**config.mk**
```make
export PLATFORM = sky130hd
export DESIGN_NAME = i2c_three_byte_write_master_core
export DESIGN_NICKNAME = d
export VERILOG_FILES = /design/src/rtl/core/i2cw_pkg.sv /design/src/rtl/core/i2cw_cfg.sv /design/src/rtl/core/i2cw_step.sv /design/src/rtl/core/i2c_three_byte_write_master_core.sv
export SDC_FILE = /design/constraint.sdc
export NUM_CORES = 1
export LEC_CHECK = 0
export BUFFER_PORTS_ARGS = -buffer_cell sky130_fd_sc_hd__buf_2
export CORE_ASPECT_RATIO = 0.5
export CORE_MARGIN = 2
export CORE_UTILIZATION = 40
export DETAILED_ROUTE_END_ITERATION = 12
export HOLD_SLACK_MARGIN = 0.05
export PLACE_DENSITY = 0.66
export REMOVE_ABC_BUFFERS = 1
export SYNTH_ARGS = -nofsm -noshare
export SYNTH_HDL_FRONTEND = slang
export SYNTH_HIERARCHICAL = 1
export SYNTH_SLANG_ARGS = --single-unit
```
**constraint.sdc**
```tcl
create_clock -name aclk -period 3 [get_ports aclk]
set_input_delay 0.45 -clock aclk [delete_from_list [all_inputs] [get_ports aclk]]
set_output_delay 0.45 -clock aclk [all_outputs]
set_load 0.005 [all_outputs]
```
**src/rtl/core/i2cw_pkg.sv**
```systemverilog
// Shared types and constants for the three-byte I2C write master.
package i2cw_pkg;

    localparam int unsigned CFG_IDX_W = 1;

    localparam logic [CFG_IDX_W-1:0] CFG_IDX_DEV_ADDR = 1'b0;
    localparam logic [CFG_IDX_W-1:0] CFG_IDX_TIMEOUT  = 1'b1;

    localparam logic [7:0] DEV_ADDR_RESET = 8'h78;
    localparam logic [7:0] TIMEOUT_RESET  = 8'd250;

    localparam logic [3:0] PH_IDLE        = 4'd0;
    localparam logic [3:0] PH_START_FALL  = 4'd1;
    localparam logic [3:0] PH_START_CLAMP = 4'd2;
    localparam logic [3:0] PH_BIT_SETUP   = 4'd3;
    localparam logic [3:0] PH_BIT_HIGH    = 4'd4;
    localparam logic [3:0] PH_ACK_RELEASE = 4'd5;
    localparam logic [3:0] PH_ACK_RISE    = 4'd6;
    localparam logic [3:0] PH_ACK_POLL    = 4'd7;
    localparam logic [3:0] PH_STOP_LOW    = 4'd8;
    localparam logic [3:0] PH_STOP_RISE   = 4'd9;
    localparam logic [3:0] PH_STOP_END    = 4'd10;

    localparam logic [1:0] LAST_BYTE_INDEX = 2'd2;

    typedef struct packed {
        logic [3:0] phase;
        logic [1:0] byte_index;
        logic [2:0] bit_count;
        logic [7:0] shift;
        logic [7:0] poll_count;
        logic [7:0] held_control;
        logic [7:0] held_data;
        logic       error_flag;
        logic       scl;
        logic       sda;
        logic       drive;
    } i2cw_state_t;

    typedef struct packed {
        logic [7:0] dev_addr;
        logic [7:0] timeout;
    } i2cw_cfg_t;

endpackage

```
**src/rtl/core/i2cw_cfg.sv**
```systemverilog
// Configuration registers: device address byte and acknowledge timeout.
module i2cw_cfg
    import i2cw_pkg::*;
(
    input  logic                 aclk,
    input  logic                 aresetn,
    input  logic                 cfg_valid,
    output logic                 cfg_ready,
    input  logic [CFG_IDX_W-1:0] cfg_index,
    input  logic [7:0]           cfg_data,
    output i2cw_cfg_t            cfg_out
);

    logic [7:0] dev_addr_reg;
    logic [7:0] timeout_reg;

    assign cfg_ready = 1'b1;

    always_ff @(posedge aclk) begin
        if (!aresetn) begin
            dev_addr_reg <= DEV_ADDR_RESET;
            timeout_reg  <= TIMEOUT_RESET;
        end else if (cfg_valid) begin
            unique case (cfg_index)
                CFG_IDX_DEV_ADDR: dev_addr_reg <= cfg_data;
                CFG_IDX_TIMEOUT:  timeout_reg  <= cfg_data;
                default: ;
            endcase
        end
    end

    assign cfg_out.dev_addr = dev_addr_reg;
    assign cfg_out.timeout  = timeout_reg;

endmodule

```
**src/rtl/core/i2cw_step.sv**
```systemverilog
// Next-state logic of the bus sequencer for one accepted word.
module i2cw_step
    import i2cw_pkg::*;
(
    input  i2cw_state_t state,
    input  i2cw_cfg_t   cfg,
    input  logic        action,
    input  logic [7:0]  control_byte,
    input  logic [7:0]  data_byte,
    input  logic        sda_in,
    output i2cw_state_t state_next,
    output logic        done
);

    logic [2:0] bit_count_inc;
    logic [1:0] byte_index_inc;

    assign bit_count_inc  = state.bit_count + 3'd1;
    assign byte_index_inc = state.byte_index + 2'd1;

    always_comb begin
        state_next = state;
        done       = 1'b0;
        if (action) begin
            if (state.phase == PH_IDLE) begin
                state_next.held_control = control_byte;
                state_next.held_data    = data_byte;
                state_next.error_flag   = 1'b0;
                state_next.byte_index   = 2'd0;
                state_next.bit_count    = 3'd0;
                state_next.poll_count   = 8'd0;
                state_next.scl          = 1'b1;
                state_next.sda          = 1'b1;
                state_next.drive        = 1'b1;
                state_next.phase        = PH_START_FALL;
            end
        end else begin
            unique case (state.phase)
                PH_IDLE: ;
                PH_START_FALL: begin
                    state_next.sda   = 1'b0;
                    state_next.phase = PH_START_CLAMP;
                end
                PH_START_CLAMP: begin
                    state_next.scl       = 1'b0;
                    state_next.shift     = cfg.dev_addr;
                    state_next.bit_count = 3'd0;
                    state_next.phase     = PH_BIT_SETUP;
                end
                PH_BIT_SETUP: begin
                    state_next.scl   = 1'b0;
                    state_next.drive = 1'b1;
                    state_next.sda   = state.shift[7];
                    state_next.phase = PH_BIT_HIGH;
                end
                PH_BIT_HIGH: begin
                    state_next.scl       = 1'b1;
                    state_next.shift     = {state.shift[6:0], 1'b0};
                    state_next.bit_count = bit_count_inc;
                    state_next.phase     = (bit_count_inc == 3'd0) ? PH_ACK_RELEASE
                                                                   : PH_BIT_SETUP;
                end
                PH_ACK_RELEASE: begin
                    state_next.scl   = 1'b0;
                    state_next.drive = 1'b0;
                    state_next.sda   = 1'b1;
                    state_next.phase = PH_ACK_RISE;
                end
                PH_ACK_RISE: begin
                    state_next.scl        = 1'b1;
                    state_next.poll_count = 8'd0;
                    state_next.phase      = PH_ACK_POLL;
                end
                PH_ACK_POLL: begin
                    if (!sda_in) begin
                        state_next.scl = 1'b0;
                        if (state.byte_index >= LAST_BYTE_INDEX) begin
                            state_next.phase = PH_STOP_LOW;
                        end else begin
                            state_next.byte_index = byte_index_inc;
                            state_next.shift      = (byte_index_inc == 2'd1) ?
                                                    state.held_control : state.held_data;
                            state_next.bit_count  = 3'd0;
                            state_next.phase      = PH_BIT_SETUP;
                        end
                    end else if (state.poll_count >= cfg.timeout) begin
                        state_next.error_flag = 1'b1;
                        state_next.scl        = 1'b0;
                        state_next.phase      = PH_STOP_LOW;
                    end else begin
                        state_next.poll_count = state.poll_count + 8'd1;
                    end
                end
                PH_STOP_LOW: begin
                    state_next.scl   = 1'b0;
                    state_next.drive = 1'b1;
                    state_next.sda   = 1'b0;
                    state_next.phase = PH_STOP_RISE;
                end
                PH_STOP_RISE: begin
                    state_next.scl   = 1'b1;
                    state_next.phase = PH_STOP_END;
                end
                PH_STOP_END: begin
                    state_next.sda   = 1'b1;
                    done             = 1'b1;
                    state_next.phase = PH_IDLE;
                end
                default: begin
                    state_next.scl   = 1'b1;
                    state_next.sda   = 1'b1;
                    state_next.drive = 1'b1;
                    state_next.phase = PH_IDLE;
                end
            endcase
        end
    end

endmodule

```
**src/rtl/core/i2c_three_byte_write_master_core.sv**
```systemverilog
// Top level of the three-byte I2C write master with stream ports.
//
// Every input word on the s_ channel is either a start request (s_tuser high),
// which latches the control and data bytes, or one tick of bus time (s_tuser
// low), which moves the bus by one SCL half-phase and samples sda_in.
// Every accepted word yields exactly one status word on the m_ channel with
// the SCL level, the SDA level, the SDA drive enable and the busy, done and
// acknowledge-error flags. A start that arrives while busy is ignored.
// The result is registered and appears in the cycle after the word is
// accepted; the sequencer state and the output register both update in the
// accepting cycle, so one word is taken per cycle while the receiver keeps up.
// When the receiver stalls, the result stays in the output register and
// s_tready falls until it is taken, so no word is lost.
// The configuration channel writes the device address byte (index 0) and the
// acknowledge timeout (index 1); it is always ready and should be used only
// while no transaction is running.
// Synchronous reset returns the sequencer to idle with SCL and SDA high and
// SDA driven, restores the register defaults and empties the output register.
module i2c_three_byte_write_master_core
    import i2cw_pkg::*;
(
    input  logic                 aclk,
    input  logic                 aresetn,
    input  logic                 s_tvalid,
    output logic                 s_tready,
    // control_byte[7:0], data_byte[15:8], sda_in[16], zero fill [23:17]
    input  logic [23:0]          s_tdata,
    // action[0]
    input  logic                 s_tuser,
    output logic                 m_tvalid,
    input  logic                 m_tready,
    // scl_level[0], sda_level[1], sda_drive[2], busy_res[3], done_res[4],
    // ack_error[5], zero fill [7:6]
    output logic [7:0]           m_tdata,
    input  logic                 cfg_valid,
    output logic                 cfg_ready,
    input  logic [CFG_IDX_W-1:0] cfg_index,
    input  logic [7:0]           cfg_data
);

    i2cw_cfg_t   cfg;
    i2cw_state_t state_reg;
    i2cw_state_t state_next;
    logic        done_next;
    logic        accept;
    logic        m_tvalid_reg;
    logic [5:0]  result_reg;

    i2cw_cfg u_cfg (
        .aclk      (aclk),
        .aresetn   (aresetn),
        .cfg_valid (cfg_valid),
        .cfg_ready (cfg_ready),
        .cfg_index (cfg_index),
        .cfg_data  (cfg_data),
        .cfg_out   (cfg)
    );

    i2cw_step u_step (
        .state        (state_reg),
        .cfg          (cfg),
        .action       (s_tuser),
        .control_byte (s_tdata[7:0]),
        .data_byte    (s_tdata[15:8]),
        .sda_in       (s_tdata[16]),
        .state_next   (state_next),
        .done         (done_next)
    );

    assign s_tready = !m_tvalid_reg || m_tready;
    assign accept   = s_tvalid && s_tready;

    always_ff @(posedge aclk) begin
        if (!aresetn) begin
            state_reg.phase        <= PH_IDLE;
            state_reg.byte_index   <= 2'd0;
            state_reg.bit_count    <= 3'd0;
            state_reg.shift        <= 8'd0;
            state_reg.poll_count   <= 8'd0;
            state_reg.held_control <= 8'd0;
            state_reg.held_data    <= 8'd0;
            state_reg.error_flag   <= 1'b0;
            state_reg.scl          <= 1'b1;
            state_reg.sda          <= 1'b1;
            state_reg.drive        <= 1'b1;
            m_tvalid_reg           <= 1'b0;
        end else begin
            if (accept) begin
                state_reg    <= state_next;
                m_tvalid_reg <= 1'b1;
            end else if (m_tready) begin
                m_tvalid_reg <= 1'b0;
            end
        end
    end

    always_ff @(posedge aclk) begin
        if (accept) begin
            result_reg <= {state_next.error_flag, done_next,
                           (state_next.phase != PH_IDLE), state_next.drive,
                           state_next.sda, state_next.scl};
        end
    end

    assign m_tvalid = m_tvalid_reg;
    assign m_tdata  = {2'b00, result_reg};

    a_done_not_busy: assert property (@(posedge aclk) disable iff (!aresetn)
        m_tvalid && m_tdata[4] |-> !m_tdata[3])
        else $error("done reported while still busy");

    a_start_enters_fall: assert property (@(posedge aclk) disable iff (!aresetn)
        accept && s_tuser && (state_reg.phase == PH_IDLE)
        |=> state_reg.phase == PH_START_FALL)
        else $error("start from idle did not begin the start condition");

    a_release_phases: assert property (@(posedge aclk) disable iff (!aresetn)
        !state_reg.drive |-> (state_reg.phase == PH_ACK_RISE)
                          || (state_reg.phase == PH_ACK_POLL)
                          || (state_reg.phase == PH_BIT_SETUP)
                          || (state_reg.phase == PH_STOP_LOW))
        else $error("SDA released outside the acknowledge window");

    a_error_to_stop: assert property (@(posedge aclk) disable iff (!aresetn)
        $rose(state_reg.error_flag) |-> state_reg.phase == PH_STOP_LOW)
        else $error("acknowledge timeout did not go to the stop");

endmodule
```
Yosys cells after proc, flatten, opt, wreduce, memory -nomap -nowiden --
Index checks and enable logic that the tools add are counted.
Cells by class: $add $sub $neg 3, $lt $le $gt $ge 2, eq/ne operators 20, muxes and demuxes 28, bitwise logic cells 2, reductions and logical operators 23
Operator list (count):
- case mux 4 bit (10 select lines) | 1
- case mux 11 bit (3 select lines) | 1
- two-way mux 8 bit | 4
- two-way mux 28 bit | 1
- two-way mux 13 bit | 2
- AND reduction 5 bit | 4
- two-way mux 9 bit | 2
- == test 4 x 3 -> 1 bit (second input constant) | 4
- two-way mux 4 bit | 4
- case mux 8 bit (2 select lines) | 1
- == test 4 bit (second input constant) | 3
- inequality test 3 bit (second input constant) | 4
- adder 8 x 1 -> 8 bit (second input constant) | 1
- == test 4 x 2 -> 1 bit (second input constant) | 2
- greater-or-equal comparator 8 bit | 1
- nonzero test 4 bit | 2
- OR reduction 8 bit | 1
- two-way mux 1 bit | 6
- inequality test 2 bit (second input constant) | 3
- case mux 1 bit (3 select lines) | 2
- nonzero test 3 bit | 2
- OR reduction 6 bit | 1
- == test 4 x 1 -> 1 bit (second input constant) | 1
- zero test 4 bit | 1
- 19 further kinds | 24
Storage, ports and cells: flip-flop bits (word level) 68, output and inout bits 11, logic and storage cells 94

Longest topological paths before layout --
word-level depth 8, depth in mapped cells 9, depth with buffers taken out 9

Modules after synthesis --
Netlist, hierarchy kept.
By module, submodules not included:
- i2c_three_byte_write_master_core | times used 1, cells an instance 210, area an instance 2083.2 sq um, sequential area each 1101.1 sq um
- i2cw_step | times used 1, cells an instance 240, area an instance 1620.3 sq um, sequential area each 0.0 sq um
- i2cw_cfg | times used 1, cells an instance 74, area an instance 723.2 sq um, sequential area each 320.3 sq um

Least setup slack after synthesis --
No wires, ideal clock.
path type register to register, start point reg state_reg[24] in the netlist's numbering, end point reg result_reg[3] (data pin), setup time 272 ps, data arrival time 2199 ps, required time 2728 ps, slack 529 ps, stages on the path, launching flop included 8, buffers on the path 0, clock period less this slack 2471 ps, cells stage by stage dfxtp_1 -> ha_1 -> or4_4 -> a21oi_4 -> o31a_1 -> a21oi_1 -> o2bb2ai_1 -> or4_1
RTL lines:
- start, declared | RTL line i2c_three_byte_write_master_core.sv:42 | i2cw_state_t state_reg;
- start signal, assigned | RTL line i2c_three_byte_write_master_core.sv:89 | state_reg <= state_next;
- end signal, assigned | RTL line i2c_three_byte_write_master_core.sv:99 | result_reg <= {state_next.error_flag, done_next,
- end, declared | RTL line i2c_three_byte_write_master_core.sv:47 | logic [5:0] result_reg;

==> results.txt <==
- By area the synthesized netlist is led by sky130_fd_sc_hd__dfxtp_1 (28%), sky130_fd_sc_hd__mux2i_1 (13%), sky130_fd_sc_hd__nand2_1 (9.8%), sky130_fd_sc_hd__edfxtp_1 (4.1%), sky130_fd_sc_hd__mux2_2 (4.1%).
- Ordered list of cells on the worst path: ha_1 -> or3_1 -> a21oi_1 -> o31a_1 -> a21oi_1 -> o2bb2ai_1 -> or4_1
- Tracing the worst setup path back leads to its startpoint at state_reg[22].
- WL per Instance: approximately 14 um
- Max_slew headroom: between 40% and 50%
* Most common flop cell mapped by yosys: sky130_fd_sc_hd__dfxtp_1
* Clk pwr share: a little over two fifths
- Worst reg-to-reg setup slack: about 0.28 ns
* Post-Route WL: between 9000 and 10000 um
- Setup clock skew after layout: 0.006289 ns
* Synth Area in Adders: between 3 and 4%
- Portion of the post-synthesis area used by sequential elements: between 30% and 40%
* Post-DP HPWL: between 6000 and 7000 um
* Quantity of gates resized following cts: 0
- CP endpoint kind: flip-flop
- Outcome: complete, no violations
- Post-layout worst setup margin: 0.2818 ns
- Once the floorplan was initialized, standard cells occupied 40.69% of the core.
- Compared with the post-synthesis result, the final layout area differs by 10.34%.
- Hold buffer count at cts: 0
* Category of the worst setup path launch point: flip-flop
- Register bit total from synthesis: 68
- Vert. Die Dim: a little under 80 um
- Netlist area before placement: roughly 0.0044 mm2
- Fillers: 1102
* Via count of the first global-routing pass: 3267
* Die X: ~150 um
* Period Utilization, post-route: roughly nine tenths
* Total GRT Usage: ~16%
- Count of synthesis-stage warnings from yosys: 6
- Along the worst path, the maximum fanout reaches 7.
* Cell internal power dissipation: about 1700 uW
* Sum Neg Setup Slack: 0 ns
- RSZ-0062 raised after global routing: false
- Slew @ Worst Pin: 0.8543 ns
- Crit-path most repeated cell: sky130_fd_sc_hd__a21oi_1
- IR analysis of the VDD net gives a maximum drop of roughly 0.25 mV.
- Number of rows created at floorplan: 27
* Setup-violating endpoint count in the final report: 0
- CTS saw 68 sinks.
- Together, buffers and inverters on the worst path number 0.
- Max Buffers Root-to-Sink: 2
- Number of instances in the synthesized netlist: roughly 520
- In this run the critical register-to-register path is captured at result_reg[3].
- Worst skew pair latency: around 0.33 ns
- The sequential cells in the finished layout cover a total of ~0.0014 mm2.
- Average cell area after synthesis: roughly 8.4 um2
* Share of total power in combinational logic: ~14%
- Area of the multi-input gates: about 0.0026 mm2
* Switching power as a share of total power: a little over a quarter
- Min Tclk post-route: roughly 2.7 ns
- Max_cap viols: 0
- In the final layout, the share of cells above drive strength 1 is between 10% and 20%.
- Total setup buffers inserted after CTS: 0
- After the first detailed-routing iteration, the DRC count stood at 323.
- Xor/xnor share of the synthesized area: less than 1%
* Most numerous cell types in the synthesized netlist: sky130_fd_sc_hd__nand2_1 (115), sky130_fd_sc_hd__dfxtp_1 (62), sky130_fd_sc_hd__mux2i_1 (59)
- The setup path with the least slack is of type flip-flop to flip-flop.
- OpenSTA, run right after detailed placement, puts the worst setup slack at 0.3218 ns.
* Leakage power of the design: ~0.0021 uW
* Total number of nets in the final design: a little under 600
* Global-route wire length before repair: 15880 um
- Broken down by cell family, the worst path's largest delay share belongs to compound AO/OA/AOI/OAI gates.
* Asr flop ratio synth: 0%
* Multiplexer share of the synthesized area: 17.41%
- Counting buffers and inverters, the worst setup path is 7 cells deep.
* Critical Path Slowest Stage Cell: sky130_fd_sc_hd__or4_1
* Synth Area in Compound Gates: between 10% and 20%
- After synthesis, the largest family of logic cells by area is simple AND/OR/NAND/NOR gates.
- Clock-pin slew was measured on the worst setup and hold paths at 0.06 ns.
- Number of nets with antenna violations after routing: 0
- The initial antenna violation count is 0.
- 0 antenna diodes ended up in the layout.
- Maximum number of pins on one net before global-route repair: 52
- Die area: 0.01198 mm2
* Count of buffers inserted at the top-level ports: 39
* Top-level I/O count: 50
* Weighted congestion reported at the end of routability-driven placement: 0.8335
- The number of slew-limit violations in the final report is 0.
- The routed layout has about 3700 vias.
* Largest register FFs: between 40 and 50
- Measured in cells, the most critical reg-to-reg path has a length of 7.
- Following the worst setup path forward leads to its endpoint at result_reg[3].
* Final hold violations: 0
- CTS root buffer: sky130_fd_sc_hd__clkbuf_16
* DRC violations left: 0
* Startpoint of the worst register-to-register path: state_reg[22]
- Worst path max stage delay: between 0.5 and 0.6 ns
- Core outline area: ~0.011 mm2
- Summed over all layers, the global routing overflow is 0.
- Count of TritonRoute iterations in the first routing pass: 5
- Max Clk Rate: approximately 0.37 GHz
- Post-synthesis share of cell area spent on and, or, nand and nor gates: between 20 and 25%
* Clock tree from TritonCTS: done
- Number of CTS-inserted buffers: 9
- After detailed routing, the number of vias per cell comes to 5.275.
* Sequential Power Share: approximately 43%
- The worst hold path begins at cfg_data[7].
* Cell type with the largest total area after synthesis: sky130_fd_sc_hd__dfxtp_1
- Power comes to between 2000 and 2500 uW.
* Count of H-tree levels built during CTS: 3
- Summed over all nets, the switching power comes to between 600 and 700 uW.
- Type of the tightest min-delay check: input port to flip-flop
- Of the post-synthesis cell area, the dominant cell type holds approximately 28%.
* Worst-case hold slack: around 0.38 ns
- Counting flops with a built-in enable in the synthesized netlist gives 6.
- Data on the critical path is required at its endpoint by between 3 and 4 ns.
- Arrival time at the worst endpoint: between 2 and 3 ns
* Number of distinct standard cells referenced by the synthesized netlist: 69
- Among all cell types in the netlist, the one instantiated most often is sky130_fd_sc_hd__nand2_1.
* PwrDens: approximately 470 mW/mm2
==> metal layers <==
metal  part of all wire (%)  up-vias  GRT usage (%)
met5                      0        -              0
li1                       -     1882              -
met2                     42       74          24.62
met1                     51     1696          22.61
met3                    5.5        9          4.417
met4                    1.1        0          4.259
==> final cells by class <==
cell class,instances,share of cell area (%)
inverters,29,2.228
clock buffers,10,4.892
flip-flops and latches,68,29.10
multi-input cells,387,53.69
repair buffers,49,5.584
well taps,145,3.714
clock inverters,6,0.7941
==> worst reg2reg max path: stages (launching register included) <==
cell                        delay, ns
sky130_fd_sc_hd__dfxtp_1         0.42
sky130_fd_sc_hd__ha_1            0.26
sky130_fd_sc_hd__or3_1           0.34
sky130_fd_sc_hd__a21oi_1         0.28
sky130_fd_sc_hd__o31a_1          0.32
sky130_fd_sc_hd__a21oi_1         0.13
sky130_fd_sc_hd__o2bb2ai_1       0.17
sky130_fd_sc_hd__or4_1           0.53
==> cell usage in the layout (no fill, tap or decap), types with 6 or more instances in the layout <==
cell	count
sky130_fd_sc_hd__mux2_2	16
sky130_fd_sc_hd__a22oi_1	8
sky130_fd_sc_hd__nand2_1	115
sky130_fd_sc_hd__buf_2	38
sky130_fd_sc_hd__nand3_1	18
sky130_fd_sc_hd__nor3_1	9
sky130_fd_sc_hd__o211ai_1	11
sky130_fd_sc_hd__dfxtp_1	62
sky130_fd_sc_hd__o21ai_0	15
sky130_fd_sc_hd__clkbuf_16	9
sky130_fd_sc_hd__edfxtp_1	6
sky130_fd_sc_hd__a22o_1	8
sky130_fd_sc_hd__ha_1	14
sky130_fd_sc_hd__o22ai_1	7
sky130_fd_sc_hd__buf_4	11
sky130_fd_sc_hd__nor2_1	11
sky130_fd_sc_hd__inv_1	28
sky130_fd_sc_hd__a21oi_1	20
sky130_fd_sc_hd__mux2i_1	59
==> worst min-delay path by stage <==
stage	cells past startpoint	slack [ns]	to
floorplan	2	0.43	u_cfg/dev_addr_reg[4]
global placement	2	0.45	u_cfg/timeout_reg[2]
CTS	3	0.37	u_cfg/timeout_reg[5]
global route	3	0.39	u_cfg/dev_addr_reg[1]
finish	3	0.38	u_cfg/dev_addr_reg[7]
detailed placement	2	0.46	u_cfg/dev_addr_reg[0]
==> metrics by stage <==
stage	cell area, um2	utilization (%)	cells
floorplan	4153	-	484
global placement	4607	42.35	678
detailed placement	4607	42.35	678
CTS	4885	44.90	694
global route	4885	44.90	694
finish	4885	44.90	694
==> power groups by stage <==
| stage | Sequential [uW] | Clock [uW] | Combinational, uW |
|---|---|---|---|
| after floorplan | 1000 | 0 | 199 |
| after global placement | 1010 | 0 | 312 |
| after detailed placement | 1010 | 0 | 318 |
| after CTS | 988 | 1010 | 320 |
| after global routing | 994 | 1040 | 354 |
| final | 988 | 979 | 320 |
==> logic make-up after synthesis <==
kind of cell / count (synthesis)
compound gates: 98
xor+xnor: 3
fa+ha+maj: 14
buf+inv: 70
flops: 68
mux: 75
other cells: 2
simple gates: 194
Power figures use the tool's default switching activity.
